===== config.mk =====
export PLATFORM = sky130hd
export DESIGN_NAME = acl_access_check
export DESIGN_NICKNAME = d
export VERILOG_FILES = /design/src/hw/rtl/acl_pkg.sv /design/src/hw/rtl/acl_access_check.sv
export SDC_FILE = /design/constraint.sdc
export NUM_CORES = 1
export LEC_CHECK = 0
export ABC_AREA = 1
export BUFFER_PORTS_ARGS = -buffer_cell sky130_fd_sc_hd__buf_2
export CAP_MARGIN = 20
export CORE_ASPECT_RATIO = 1.25
export CORE_MARGIN = 1
export CORE_UTILIZATION = 65
export CTS_CLUSTER_SIZE = 28
export DETAILED_ROUTE_END_ITERATION = 12
export PLACE_DENSITY_LB_ADDON = 0.05
export SETUP_SLACK_MARGIN = 0.05
export SLEW_MARGIN = 20
export SYNTH_ARGS = -nofsm -noshare
export SYNTH_HDL_FRONTEND = slang
export SYNTH_SLANG_ARGS = --single-unit
export TNS_END_PERCENT = 20

===== constraint.sdc =====
create_clock -name clk -period 6.9 [get_ports clk]
set_input_delay 1.38 -clock clk [delete_from_list [all_inputs] [get_ports clk]]
set_output_delay 1.38 -clock clk [all_outputs]
set_load 0.02 [all_outputs]

===== src/hw/rtl/acl_pkg.sv =====
`timescale 1ns / 1ps
`default_nettype none

package acl_pkg;

    localparam int TABLE_ENTRIES = 16;
    localparam int IDX_W         = (TABLE_ENTRIES > 1) ? $clog2(TABLE_ENTRIES) : 1;
    localparam int DATA_W        = 32;
    localparam int CFG_IDX_W     = 1;

    // rights mask bit positions
    localparam int RT_EXEC   = 0;
    localparam int RT_WRITE  = 1;
    localparam int RT_READ   = 2;
    localparam int RT_APPEND = 3;
    localparam int RT_DELETE = 4;

    // register indexes
    localparam logic [CFG_IDX_W-1:0] CFG_SUBJECT_FLAGS = 1'b0;
    localparam logic [CFG_IDX_W-1:0] CFG_SUBJECT_LEVEL = 1'b1;

    typedef enum logic [2:0] {
        RSN_NONE   = 3'd0,
        RSN_LEVEL  = 3'd1,
        RSN_EXEC   = 3'd2,
        RSN_WRITE  = 3'd3,
        RSN_READ   = 3'd4,
        RSN_APPEND = 3'd5,
        RSN_UNLINK = 3'd6,
        RSN_DELETE = 3'd7
    } reason_t;

    typedef enum logic [1:0] {
        ST_IDLE,
        ST_WALK,
        ST_FLUSH,
        ST_DECIDE
    } state_t;

    // one table entry as held in the memory
    typedef struct packed {
        logic              deny;
        logic [DATA_W-1:0] etype;
        logic [DATA_W-1:0] rights;
    } entry_t;

endpackage

`default_nettype wire


===== src/hw/rtl/acl_access_check.sv =====
`timescale 1ns / 1ps
`default_nettype none

// Channel   | Signals                                              | Transfer
// ----------+------------------------------------------------------+-----------------------
// command   | start, op, entry_*, object_*, access_mask, extra_mask | start && !busy
// result    | done, granted, deny_reason, effective_rights          | done (one cycle)
// config    | cfg_we, cfg_index, cfg_data                           | cfg_we
//
// A table write takes effect at the command transfer; its result shows in the next cycle.
// A check denied by the level rule also answers in the cycle after transfer.
// Any other check walks the table memory one entry a cycle, then passes ST_FLUSH and
// ST_DECIDE before its result; the walk pace is set by the single memory read port.
// busy is high while a check walks, flushes or decides; the result side cannot stall,
// and a new command may transfer in the same cycle as a result strobe.
// Reset clears the valid marks, the configuration registers and the control state;
// entry contents stay undefined until written.

module acl_access_check (
    input  wire logic                          clk,
    input  wire logic                          rst_n,
    // command
    input  wire logic                          start,
    output logic                               busy,
    input  wire logic                          op,
    input  wire logic [3:0]                    entry_index,
    input  wire logic                          entry_valid,
    input  wire logic                          entry_is_deny,
    input  wire logic [31:0]                   entry_type,
    input  wire logic [31:0]                   entry_rights,
    input  wire logic [31:0]                   object_type,
    input  wire logic [31:0]                   object_level,
    input  wire logic [3:0]                    access_mask,
    input  wire logic [1:0]                    extra_mask,
    // result
    output logic                               done,
    output logic                               granted,
    output logic [2:0]                         deny_reason,
    output logic [31:0]                        effective_rights,
    // configuration
    input  wire logic                          cfg_we,
    input  wire logic [acl_pkg::CFG_IDX_W-1:0] cfg_index,
    input  wire logic [31:0]                   cfg_data
);

    localparam logic [acl_pkg::IDX_W-1:0] LAST_IDX =
        acl_pkg::IDX_W'(acl_pkg::TABLE_ENTRIES - 1);

    // configuration registers
    logic [1:0]  flags_reg;
    logic [31:0] level_reg;

    // table: valid marks in flops, the rest in a synchronous memory
    logic                   valid_reg [acl_pkg::TABLE_ENTRIES];
    acl_pkg::entry_t        mem [acl_pkg::TABLE_ENTRIES];
    acl_pkg::entry_t        rd_data_reg;
    logic                   rd_vld_reg;
    logic                   rd_val_reg;

    acl_pkg::state_t        state_reg, state_next;
    logic [acl_pkg::IDX_W-1:0] cnt_reg, cnt_next;

    // captured check request
    logic [31:0] otype_reg;
    logic [3:0]  amask_reg;
    logic [1:0]  xmask_reg;
    logic [31:0] allow_reg, allow_next;
    logic [31:0] deny_reg, deny_next;

    // result registers
    logic        done_reg, done_next;
    logic        granted_reg, granted_next;
    logic [2:0]  reason_reg, reason_next;
    logic [31:0] rights_reg, rights_next;

    logic                      accept;
    logic                      wr_en;
    logic                      in_range;
    logic                      lvl_deny;
    logic [acl_pkg::IDX_W-1:0] wr_addr;
    logic [31:0]               perm;
    acl_pkg::reason_t          reason;

    assign busy     = (state_reg != acl_pkg::ST_IDLE);
    assign accept   = start && !busy;
    assign in_range = ({3'b000, entry_index} < 7'(acl_pkg::TABLE_ENTRIES));
    assign wr_en    = accept && op && in_range;
    assign wr_addr  = acl_pkg::IDX_W'(entry_index);
    assign lvl_deny = flags_reg[1] && (object_level > level_reg);

    assign done             = done_reg;
    assign granted          = granted_reg;
    assign deny_reason      = reason_reg;
    assign effective_rights = rights_reg;

    // configuration writes
    always_ff @(posedge clk or negedge rst_n)
    begin
        if (!rst_n)
        begin
            flags_reg <= 2'b00;
            level_reg <= 32'd0;
        end
        else if (cfg_we)
        begin
            case (cfg_index)
                acl_pkg::CFG_SUBJECT_FLAGS: flags_reg <= cfg_data[1:0];
                acl_pkg::CFG_SUBJECT_LEVEL: level_reg <= cfg_data;
                default: ;
            endcase
        end
    end

    // valid marks
    always_ff @(posedge clk or negedge rst_n)
    begin
        if (!rst_n)
        begin
            for (int i = 0; i < acl_pkg::TABLE_ENTRIES; i++)
            begin
                valid_reg[i] <= 1'b0;
            end
        end
        else if (wr_en)
        begin
            valid_reg[wr_addr] <= entry_valid;
        end
    end

    // entry memory: one write port at transfer, one registered read port for the walk
    always_ff @(posedge clk)
    begin
        if (wr_en)
        begin
            mem[wr_addr] <= '{deny: entry_is_deny, etype: entry_type, rights: entry_rights};
        end
        rd_data_reg <= mem[cnt_reg];
    end

    // read tag: marks a walk read and carries that entry's valid mark
    always_ff @(posedge clk or negedge rst_n)
    begin
        if (!rst_n)
        begin
            rd_vld_reg <= 1'b0;
            rd_val_reg <= 1'b0;
        end
        else
        begin
            rd_vld_reg <= (state_reg == acl_pkg::ST_WALK);
            rd_val_reg <= valid_reg[cnt_reg];
        end
    end

    // request capture
    always_ff @(posedge clk)
    begin
        if (accept)
        begin
            otype_reg <= object_type;
            amask_reg <= access_mask;
            xmask_reg <= extra_mask;
        end
    end

    // final rights and first failing test
    assign perm = allow_reg & ~deny_reg;

    always_comb
    begin
        if (amask_reg[0] && !perm[acl_pkg::RT_EXEC])
            reason = acl_pkg::RSN_EXEC;
        else if (amask_reg[1] && !perm[acl_pkg::RT_WRITE])
            reason = acl_pkg::RSN_WRITE;
        else if (amask_reg[2] && !perm[acl_pkg::RT_READ])
            reason = acl_pkg::RSN_READ;
        else if (amask_reg[3] && !perm[acl_pkg::RT_APPEND] && !perm[acl_pkg::RT_WRITE])
            reason = acl_pkg::RSN_APPEND;
        else if (xmask_reg[1] && !perm[acl_pkg::RT_WRITE])
            reason = acl_pkg::RSN_UNLINK;
        else if (xmask_reg[0] && !perm[acl_pkg::RT_DELETE])
            reason = acl_pkg::RSN_DELETE;
        else
            reason = acl_pkg::RSN_NONE;
    end

    // state, counter, accumulators and result
    always_ff @(posedge clk or negedge rst_n)
    begin
        if (!rst_n)
        begin
            state_reg <= acl_pkg::ST_IDLE;
            cnt_reg   <= '0;
            done_reg  <= 1'b0;
        end
        else
        begin
            state_reg <= state_next;
            cnt_reg   <= cnt_next;
            done_reg  <= done_next;
        end
    end

    always_ff @(posedge clk)
    begin
        allow_reg   <= allow_next;
        deny_reg    <= deny_next;
        granted_reg <= granted_next;
        reason_reg  <= reason_next;
        rights_reg  <= rights_next;
    end

    always_comb
    begin
        state_next   = state_reg;
        cnt_next     = cnt_reg;
        allow_next   = allow_reg;
        deny_next    = deny_reg;
        done_next    = 1'b0;
        granted_next = granted_reg;
        reason_next  = reason_reg;
        rights_next  = rights_reg;

        // fold in the entry read last cycle
        if (rd_vld_reg && rd_val_reg && (rd_data_reg.etype == otype_reg))
        begin
            if (rd_data_reg.deny)
                deny_next = deny_reg | rd_data_reg.rights;
            else
                allow_next = allow_reg | rd_data_reg.rights;
        end

        case (state_reg)
            acl_pkg::ST_IDLE:
            begin
                if (accept)
                begin
                    if (op)
                    begin
                        done_next    = 1'b1;
                        granted_next = in_range;
                        reason_next  = acl_pkg::RSN_NONE;
                        rights_next  = 32'd0;
                    end
                    else if (lvl_deny)
                    begin
                        done_next    = 1'b1;
                        granted_next = 1'b0;
                        reason_next  = acl_pkg::RSN_LEVEL;
                        rights_next  = 32'd0;
                    end
                    else
                    begin
                        // type enforcement starts from default deny if flags bit 0 is set, else from all allowed
                        allow_next = flags_reg[0] ? 32'd0 : '1;
                        deny_next  = 32'd0;
                        cnt_next   = '0;
                        state_next = acl_pkg::ST_WALK;
                    end
                end
            end
            acl_pkg::ST_WALK:
            begin
                if (cnt_reg == LAST_IDX)
                begin
                    cnt_next   = '0;
                    state_next = acl_pkg::ST_FLUSH;
                end
                else
                begin
                    cnt_next = cnt_reg + 1'b1;
                end
            end
            acl_pkg::ST_FLUSH:
            begin
                state_next = acl_pkg::ST_DECIDE;
            end
            acl_pkg::ST_DECIDE:
            begin
                done_next    = 1'b1;
                granted_next = (reason == acl_pkg::RSN_NONE);
                reason_next  = reason;
                rights_next  = perm;
                state_next   = acl_pkg::ST_IDLE;
            end
            default:
            begin
                state_next = acl_pkg::ST_IDLE;
            end
        endcase
    end

    // a result follows only a decision, a table write or a level denial
    a_done_source: assert property (@(posedge clk) disable iff (!rst_n)
        done |-> $past(state_reg == acl_pkg::ST_DECIDE
                       || (accept && (op || lvl_deny))))
        else $error("result strobe without a source");

    // the table is never written while a walk reads it
    a_no_write_in_walk: assert property (@(posedge clk) disable iff (!rst_n)
        (state_reg == acl_pkg::ST_WALK) |-> !wr_en)
        else $error("table write during walk");

    // walk visits entries in order
    a_walk_step: assert property (@(posedge clk) disable iff (!rst_n)
        (state_reg == acl_pkg::ST_WALK && cnt_reg != LAST_IDX)
        |=> (state_reg == acl_pkg::ST_WALK && cnt_reg == $past(cnt_reg) + 1'b1))
        else $error("walk counter skipped");

    // a granted result carries no denial reason
    a_grant_reason: assert property (@(posedge clk) disable iff (!rst_n)
        (done && granted) |-> (deny_reason == acl_pkg::RSN_NONE))
        else $error("granted with a reason");

    // level denial reports no rights
    a_level_rights: assert property (@(posedge clk) disable iff (!rst_n)
        (done && deny_reason == acl_pkg::RSN_LEVEL) |-> (effective_rights == 32'd0 && !granted))
        else $error("level denial with rights");

endmodule

`default_nettype wire

==> metrics.txt, run 1 <==
status=completed; CP startpoint kind=flip-flop; Max Cap Viol=0; Root Buffer=clkbuf_16; proportion of netlist area held by the largest area contributor=66.4%; WL/cell=approximately 23 um; CP Data Arrival Time=4.18 ns; Fin Setup TNS=0 ns; flops & latches, synth=about 1,300; DRT Pass-1 Iters=5; clk slew on worst S/H paths=roughly 0.060 ns; met2 usage=a little over half; Setup CP Type=reg -> reg; Seq/Total Area, Yosys=between 70% and 80%; Critical R2R Launch=cnt_reg[0]$_DFFE_PN0P_; Syn Nets=about 4,200; drt total wl=between 100,000 and 150,000 um; multiplexer area fraction after synthesis=0%; total die area=between 70,000 and 80,000 sq um; vias in the first global route=roughly 31,000; Final Cycle Share=about half; Synth Area in XOR/XNOR=0.226%; vias per cell=about 6.1; TritonCTS clock tree=built; I/O pins=216; Yosys cell types=just over 40; critical path peak fanout=164; Synth area leaders=edfxtp_1 (66%), o21ai_0 (5.5%), dfxtp_1 (5.1%); Final nets=~4,300; syn avg cell area=about 13 sq um; CP startpoint=cnt_reg[0]$_DFFE_PN0P_; area of the mapped netlist=about 50,000 sq um; met1 Use GR=between 30% and 40%; Synth Area in Simple Gates=~10%; vias=32,000; Global Route Usage Sum=30.6%; RSZ-0062 raised after global routing=no; Adder-Cell Fraction of Synth Area=less than 1%; CTS Hold Bufs=0; GRT Residual Overflow=0; H-tree levels=3; Yosys top cell by area=edfxtp_1; min-delay src=valid_reg[6]$_DFFE_PN0P_; proportion of layout cells with a drive suffix above 1=around 11%; minimum clock period=roughly 3.6 ns; Die H=approximately 310 um; Core Box Area=approximately 76,000 sq um; Slew @ Worst Pin=1.12 ns; Clock Path Buffers=3; Initial Util=roughly 66%; Chip Width=~250 um; largest net degree at the start of global routing=185; DP Wirelength=between 60,000 and 70,000 um; WP data required=7.52 ns; max FFs per register=1,040; cell count after synthesis=~4,000; Critical Path Sink Type=flip-flop; relative slew slack=roughly a quarter; first-pass GRT wire length=181,000 um; DR iter-0 viols=3,303; clock sink count=around 1,300; total CTS buffers=around 120; # rows=between 100 and 150; Peak supply drop=0.314 mV; highest clock rate=approximately 280 MHz; Most Crowded Layer GR=met2; initial antenna violation count=23; Layout area overhead=11.7%; CTS resizes=0; clk_lat worst skew=slightly above 0.7 ns; Port Buffers=approximately 220; Setup Skew=between 0.02 and 0.025 ns; Synth Area in Compound Gates=a little over a tenth; Inst Count DP=between 4,000 and 5,000; Cell Count, Final, Fillers Out=5,214; Setup Fix Bufs, Post-CTS=0; DRC=0; Yosys warning count=0; # fillers=5,027; P_leak=between 0.02 and 0.025 uW; ANT nets after route=0; final hold violations=0; met3 usage=around 4.0%; main combinational cell family by area after synthesis=compound AO/OA/AOI/OAI gates; GPL Wtd Cong=around 0.84; Min-Delay Path Class=reg -> reg; final slew viol count=0; Pwr Density=about 360 nW/um^2; final setup fails=0
-- area by class of cell --
type,instances,area (sq um),area share [%]
clock buffer,176,3280,5.83
tap,977,1220,2.17
clock inverter,48,669,1.19
timing repair buffer,265,1580,2.80
inverter,193,741,1.32
multi-input combinational,2240,11200,19.9
antenna,13,32.5,0.0578
sequential,1302,37500,66.7
-- worst paths after layout --
check | slack, ns | cells past startpoint | to
hold reg to reg | 0.49 | 1 | valid_reg[6]$_DFFE_PN0P_
setup / recovery | 3.34 | 6 | rd_data_reg[47]$_DFF_P_
hold / removal | 0.49 | 1 | valid_reg[6]$_DFFE_PN0P_
max in group asynchronous | 5.40 | 2 | cnt_reg[0]$_DFFE_PN0P_
min in group asynchronous | 0.84 | 2 | level_reg[10]$_DFFE_PN0P_
setup reg to reg | 3.34 | 6 | rd_data_reg[47]$_DFF_P_
-- metrics by stage --
step	power (uW)	hold slack, ns	util (%)	worst slack (ns)	instance area [sq um]
2_1_floorplan	12600	0.453	-	1.80	50400
3_3_place_gp	13900	0.469	68.4	2.84	52200
3_5_place_dp	14000	0.475	68.4	2.79	52200
4_1_cts	20500	0.489	73.6	3.39	56200
5_1_grt	21400	0.509	73.7	3.12	56300
6_report	20500	0.489	73.7	3.34	56300
-- layout by cell type (no fill, tap or decap), drive strengths merged, types with 13 or more instances in the layout --
cell type	instances
a21oi	63
buf	265
bufinv	14
clkbuf	176
clkinv	26
dfrtp	59
dfxtp	129
diode	13
edfxtp	1114
ha	38
inv	197
nand2	394
nand3	155
nor2	647
nor3	30
o211ai	22
o21ai	557
o21bai	31
o221ai	108
o22ai	158
-- cells in the mapped netlist (all sizes together) --
cell type	instances
o221ai	108
a21oi	63
nor3b	1
a311o	1
nor2	647
o211ai	22
o21ai	557
dfxtp	129
a21boi	1
nor4	2
a22o	1
ha	38
o32ai	1
xor2	6
a21o	1
inv	191
nor3	30
dfrtp	59
o21a	5
nand3	155
clkbuf	187
buf	59
xnor2	7
a211oi	1
o21bai	31
o22ai	158
and2	1
nand2	394
nand4	8
edfxtp	1114
and3	1
clkinv	2
-- worst max-delay path, cell delays in order (launching register included) --
cell and delay, ns:
dfrtp_4 0.90, buf_12 0.58, buf_4 0.82, o21ai_0 0.22
o221ai_1 0.30, nand3_1 0.25, nand3_1 0.19
-- power breakdown --
group | switching, uW | internal [uW] | leakage [uW]
registers | 418 | 9160 | 0.0118
clock network | 2820 | 3830 | 0.00191
logic | 2980 | 1310 | 0.00643
total | 6220 | 14300 | 0.0201
-- metal layers --
layer,vias up,share of wire [%]
met5,-,0.049
met3,238,7.0
li1,14700,-
met1,15700,39
met2,1376,51
met4,10,3.2
-- logic make-up (layout without fill, tap and decap cells) --
family | Yosys count | in the layout
AO/OA/AOI/OAI | 950 | 950
other | 0 | 13
adder cells (fa/ha/maj) | 38 | 38
buffers and inverters | 439 | 682
XOR/XNOR | 13 | 13
flip-flops | 1302 | 1302
AND/OR/NAND/NOR | 1239 | 1239
No activity file was read; power rests on OpenSTA's default activity.
==> run 2, diff against run 1 <==
- ABC_AREA: 1 -> 0
- CORE_UTILIZATION: 65 -> 55
- clock period: 6.9 -> 3.1 ns (I/O delays scaled with it)
==> run 2 against run 1 <==
Effect of this change: area after synthesis decreased by 3.6%; worst hold slack lost 0.40 ns; via count is 28% lower; first-iteration DRC count decreased by 40%; count of clock-buffer cells in the layout is 10 lower; maximum frequency increased by 23%; register-to-register slack got worse by 3.1 ns; highest routed layer unchanged.
==> metrics.txt, run 2 <==
ys async rst share=under 10%; CP startpoint kind=flip-flop; first-pass GRT wire length=about 160,000 um; highest clock rate=roughly 340 MHz; flops & latches, synth=roughly 1,300; Yosys top cell by area=edfxtp_1; Final Cycle Share=between 90% and 100%; ANT nets after route=0; total die area=slightly below 90,000 sq um; vias per cell=5.97; initial antenna violation count=20; TritonCTS clock tree=built; Min-Delay Path Class=in -> reg; WL/cell=~28 um; clk_lat worst skew=around 0.71 ns; WP data required=about 3.7 ns; proportion of layout cells with a drive suffix above 1=a little over a third; cell count after synthesis=2,198; clock sink count=about 1,300; Initial Util=55.7%; final slew viol count=0; Commonest cells post-synth=edfxtp_1 (1,114), mux4_2 (330), dfxtp_1 (129); final setup fails=0; I/O pins=216; critical path peak fanout=32; Slew @ Worst Pin=0.965 ns; total CTS buffers=121; Max Cap Viol=0; Critical Path Sink Type=flip-flop; commonest cells after routing, fill and taps aside=edfxtp_1 (1,114), mux4_2 (330), buf_2 (214), dfxtp_1 (129), clkbuf_16 (125); Syn Nets=about 2,400; Port Buffers=about 220; Post-synth EDFFs=around 1,100; DP Wirelength=~63,000 um; Core Box Area=approximately 87,000 sq um; Setup CP Type=reg -> reg; RSZ-0062 raised after global routing=no; syn avg cell area=22.1 sq um; GPL Wtd Cong=roughly 0.84; Yosys cell types=50; clk slew on worst S/H paths=~0.06 ns; relative slew slack=between 30% and 40%; DR iter-0 viols=between 1,500 and 2,000; Final Worst Setup Slack=just under 0.2 ns; Final nets=roughly 2,800; largest net degree at the start of global routing=between 50 and 60; status=completed; area of the mapped netlist=a little under 50,000 sq um; Clock Path Buffers=3; final core utilization=~65%; drt total wl=106,000 um; DRT Pass-1 Iters=5; Layout area overhead=16.7%; GRT Residual Overflow=0; proportion of netlist area held by the largest area contributor=between 60 and 70%; Seq/Total Area, Yosys=a little under 80%; vias=~23,000; Yosys warning count=0; total power draw=~44,000 uW; Peak supply drop=0.589 mV; pre-CTS setup slack=-0.199 ns; Global Route Usage Sum=roughly a quarter; Die H=about 330 um; Root Buffer=clkbuf_16; top_reg_cell synth=edfxtp_1; P_leak=0.0188 uW; minimum clock period=approximately 2.9 ns; Synth area leaders=edfxtp_1 (69%), mux4_2 (15%), dfxtp_1 (5.3%); most common cell after layout, fill and taps aside=edfxtp_1; Pwr Density=between 700 and 800 nW/um^2; final hold violations=0; DRC=0; most common cell in the netlist=edfxtp_1; Setup Skew=approximately 0.028 ns; # rows=about 120; vias in the first global route=around 24,000; max FFs per register=between 1,000 and 1,500; CP Data Arrival Time=between 3 and 4 ns; H-tree levels=3; Chip Width=approximately 270 um
## run 2: cell types whose count changed after synthesis, sizes merged, moves of 108 or more
cell	change
nor2	-586
o21ai	-549
nand2	-370
mux4	+330
o22ai	-156
inv	-153
nand3	-148
clkbuf	-125
o221ai	-108
## run 2: where the power goes
| part | leakage (uW) | switching (uW) | internal [uW] | total (uW) |
|---|---|---|---|---|
| registers | 0.0119 | 962 | 20600 | 21500 |
| logic | 0.00495 | 3870 | 3930 | 7800 |
| clock network | 0.00196 | 6270 | 8380 | 14700 |
## run 2: per-stage QoR
step | hold slack [ns] | setup TNS (ns) | std cells | instance area (sq um)
floorplan | 0.324 | -501.11 | 2198 | 48700
CTS | 0.0490 | 0 | 3843 | 56600
detailed placement | 0.455 | -13.55 | 3612 | 52600
global route | 0.0701 | 0 | 3850 | 56600
global placement | 0.448 | -8.41 | 3612 | 52600
finish | 0.0900 | 0 | 3854 | 56600
## run 2: timing repair
item | 4_1_cts | 5_1_grt
hold buffers | 0 | 1
buffers inserted | 0 | 0
endpoints found under the setup margin | 0 | 70
resized for setup | 0 | 3
hold endpoints to repair | 0 | 39
## run 2: per-layer routing
layer / global-route usage, % / vias up / share of wire, %
met1: 33.2 / 12300 / 40
met4: 6.67 / 14 / 2.1
met5: 0 / - / 0.087
met3: 3.66 / 158 / 5.6
met2: 41.5 / 699 / 52
li1: - / 9833 / -
## run 2: kinds of logic after synthesis
| logic type | count (synthesis) | share of synthesized area, % |
|---|---|---|
| adder cells (fa/ha/maj) | 38 | 0.980 |
| AND/OR/NAND/NOR | 163 | 1.74 |
| buffers and inverters | 139 | 1.15 |
| flip-flops | 1302 | 77.3 |
| XOR/XNOR | 32 | 0.578 |
| multiplexers | 383 | 16.5 |
| AO/OA/AOI/OAI | 141 | 1.72 |
## run 2: worst paths after layout
kind	start	endpoint	slack (ns)	cells after the start
worst max-delay path	level_reg[30]$_DFFE_PN0P_	allow_reg[9]$_DFF_P_	0.20	9
worst min-delay path	access_mask[2]	amask_reg[2]$_DFFE_PP_	0.09	1
worst max register to register	level_reg[30]$_DFFE_PN0P_	allow_reg[9]$_DFF_P_	0.20	9
worst min register to register	deny_reg[23]$_DFF_P_	deny_reg[23]$_DFF_P_	0.47	2
max in group asynchronous	rst_n	level_reg[28]$_DFFE_PN0P_	1.95	3
min in group asynchronous	rst_n	level_reg[18]$_DFFE_PN0P_	0.47	2
## run 2: final cells by class
class	count	area (sq um)
Antenna cell	10	25.0
Clock buffer	166	3380
Clock inverter	65	584
Fill cell	5870	30600
Inverter	39	150
Multi-Input combinational cell	757	10700
Sequential cell	1302	37500
Tap cell	1168	1460
Timing Repair Buffer	347	2850
## run 2: critical path, stage by stage (launching register included)
cell     delay, ns
dfrtp_1       0.35
inv_1         0.08
ha_1          0.30
nand4_1       0.13
or4_1         0.61
o31ai_4       0.30
a31oi_1       0.17
or3_1         0.50
buf_12        0.20
a21oi_1       0.19
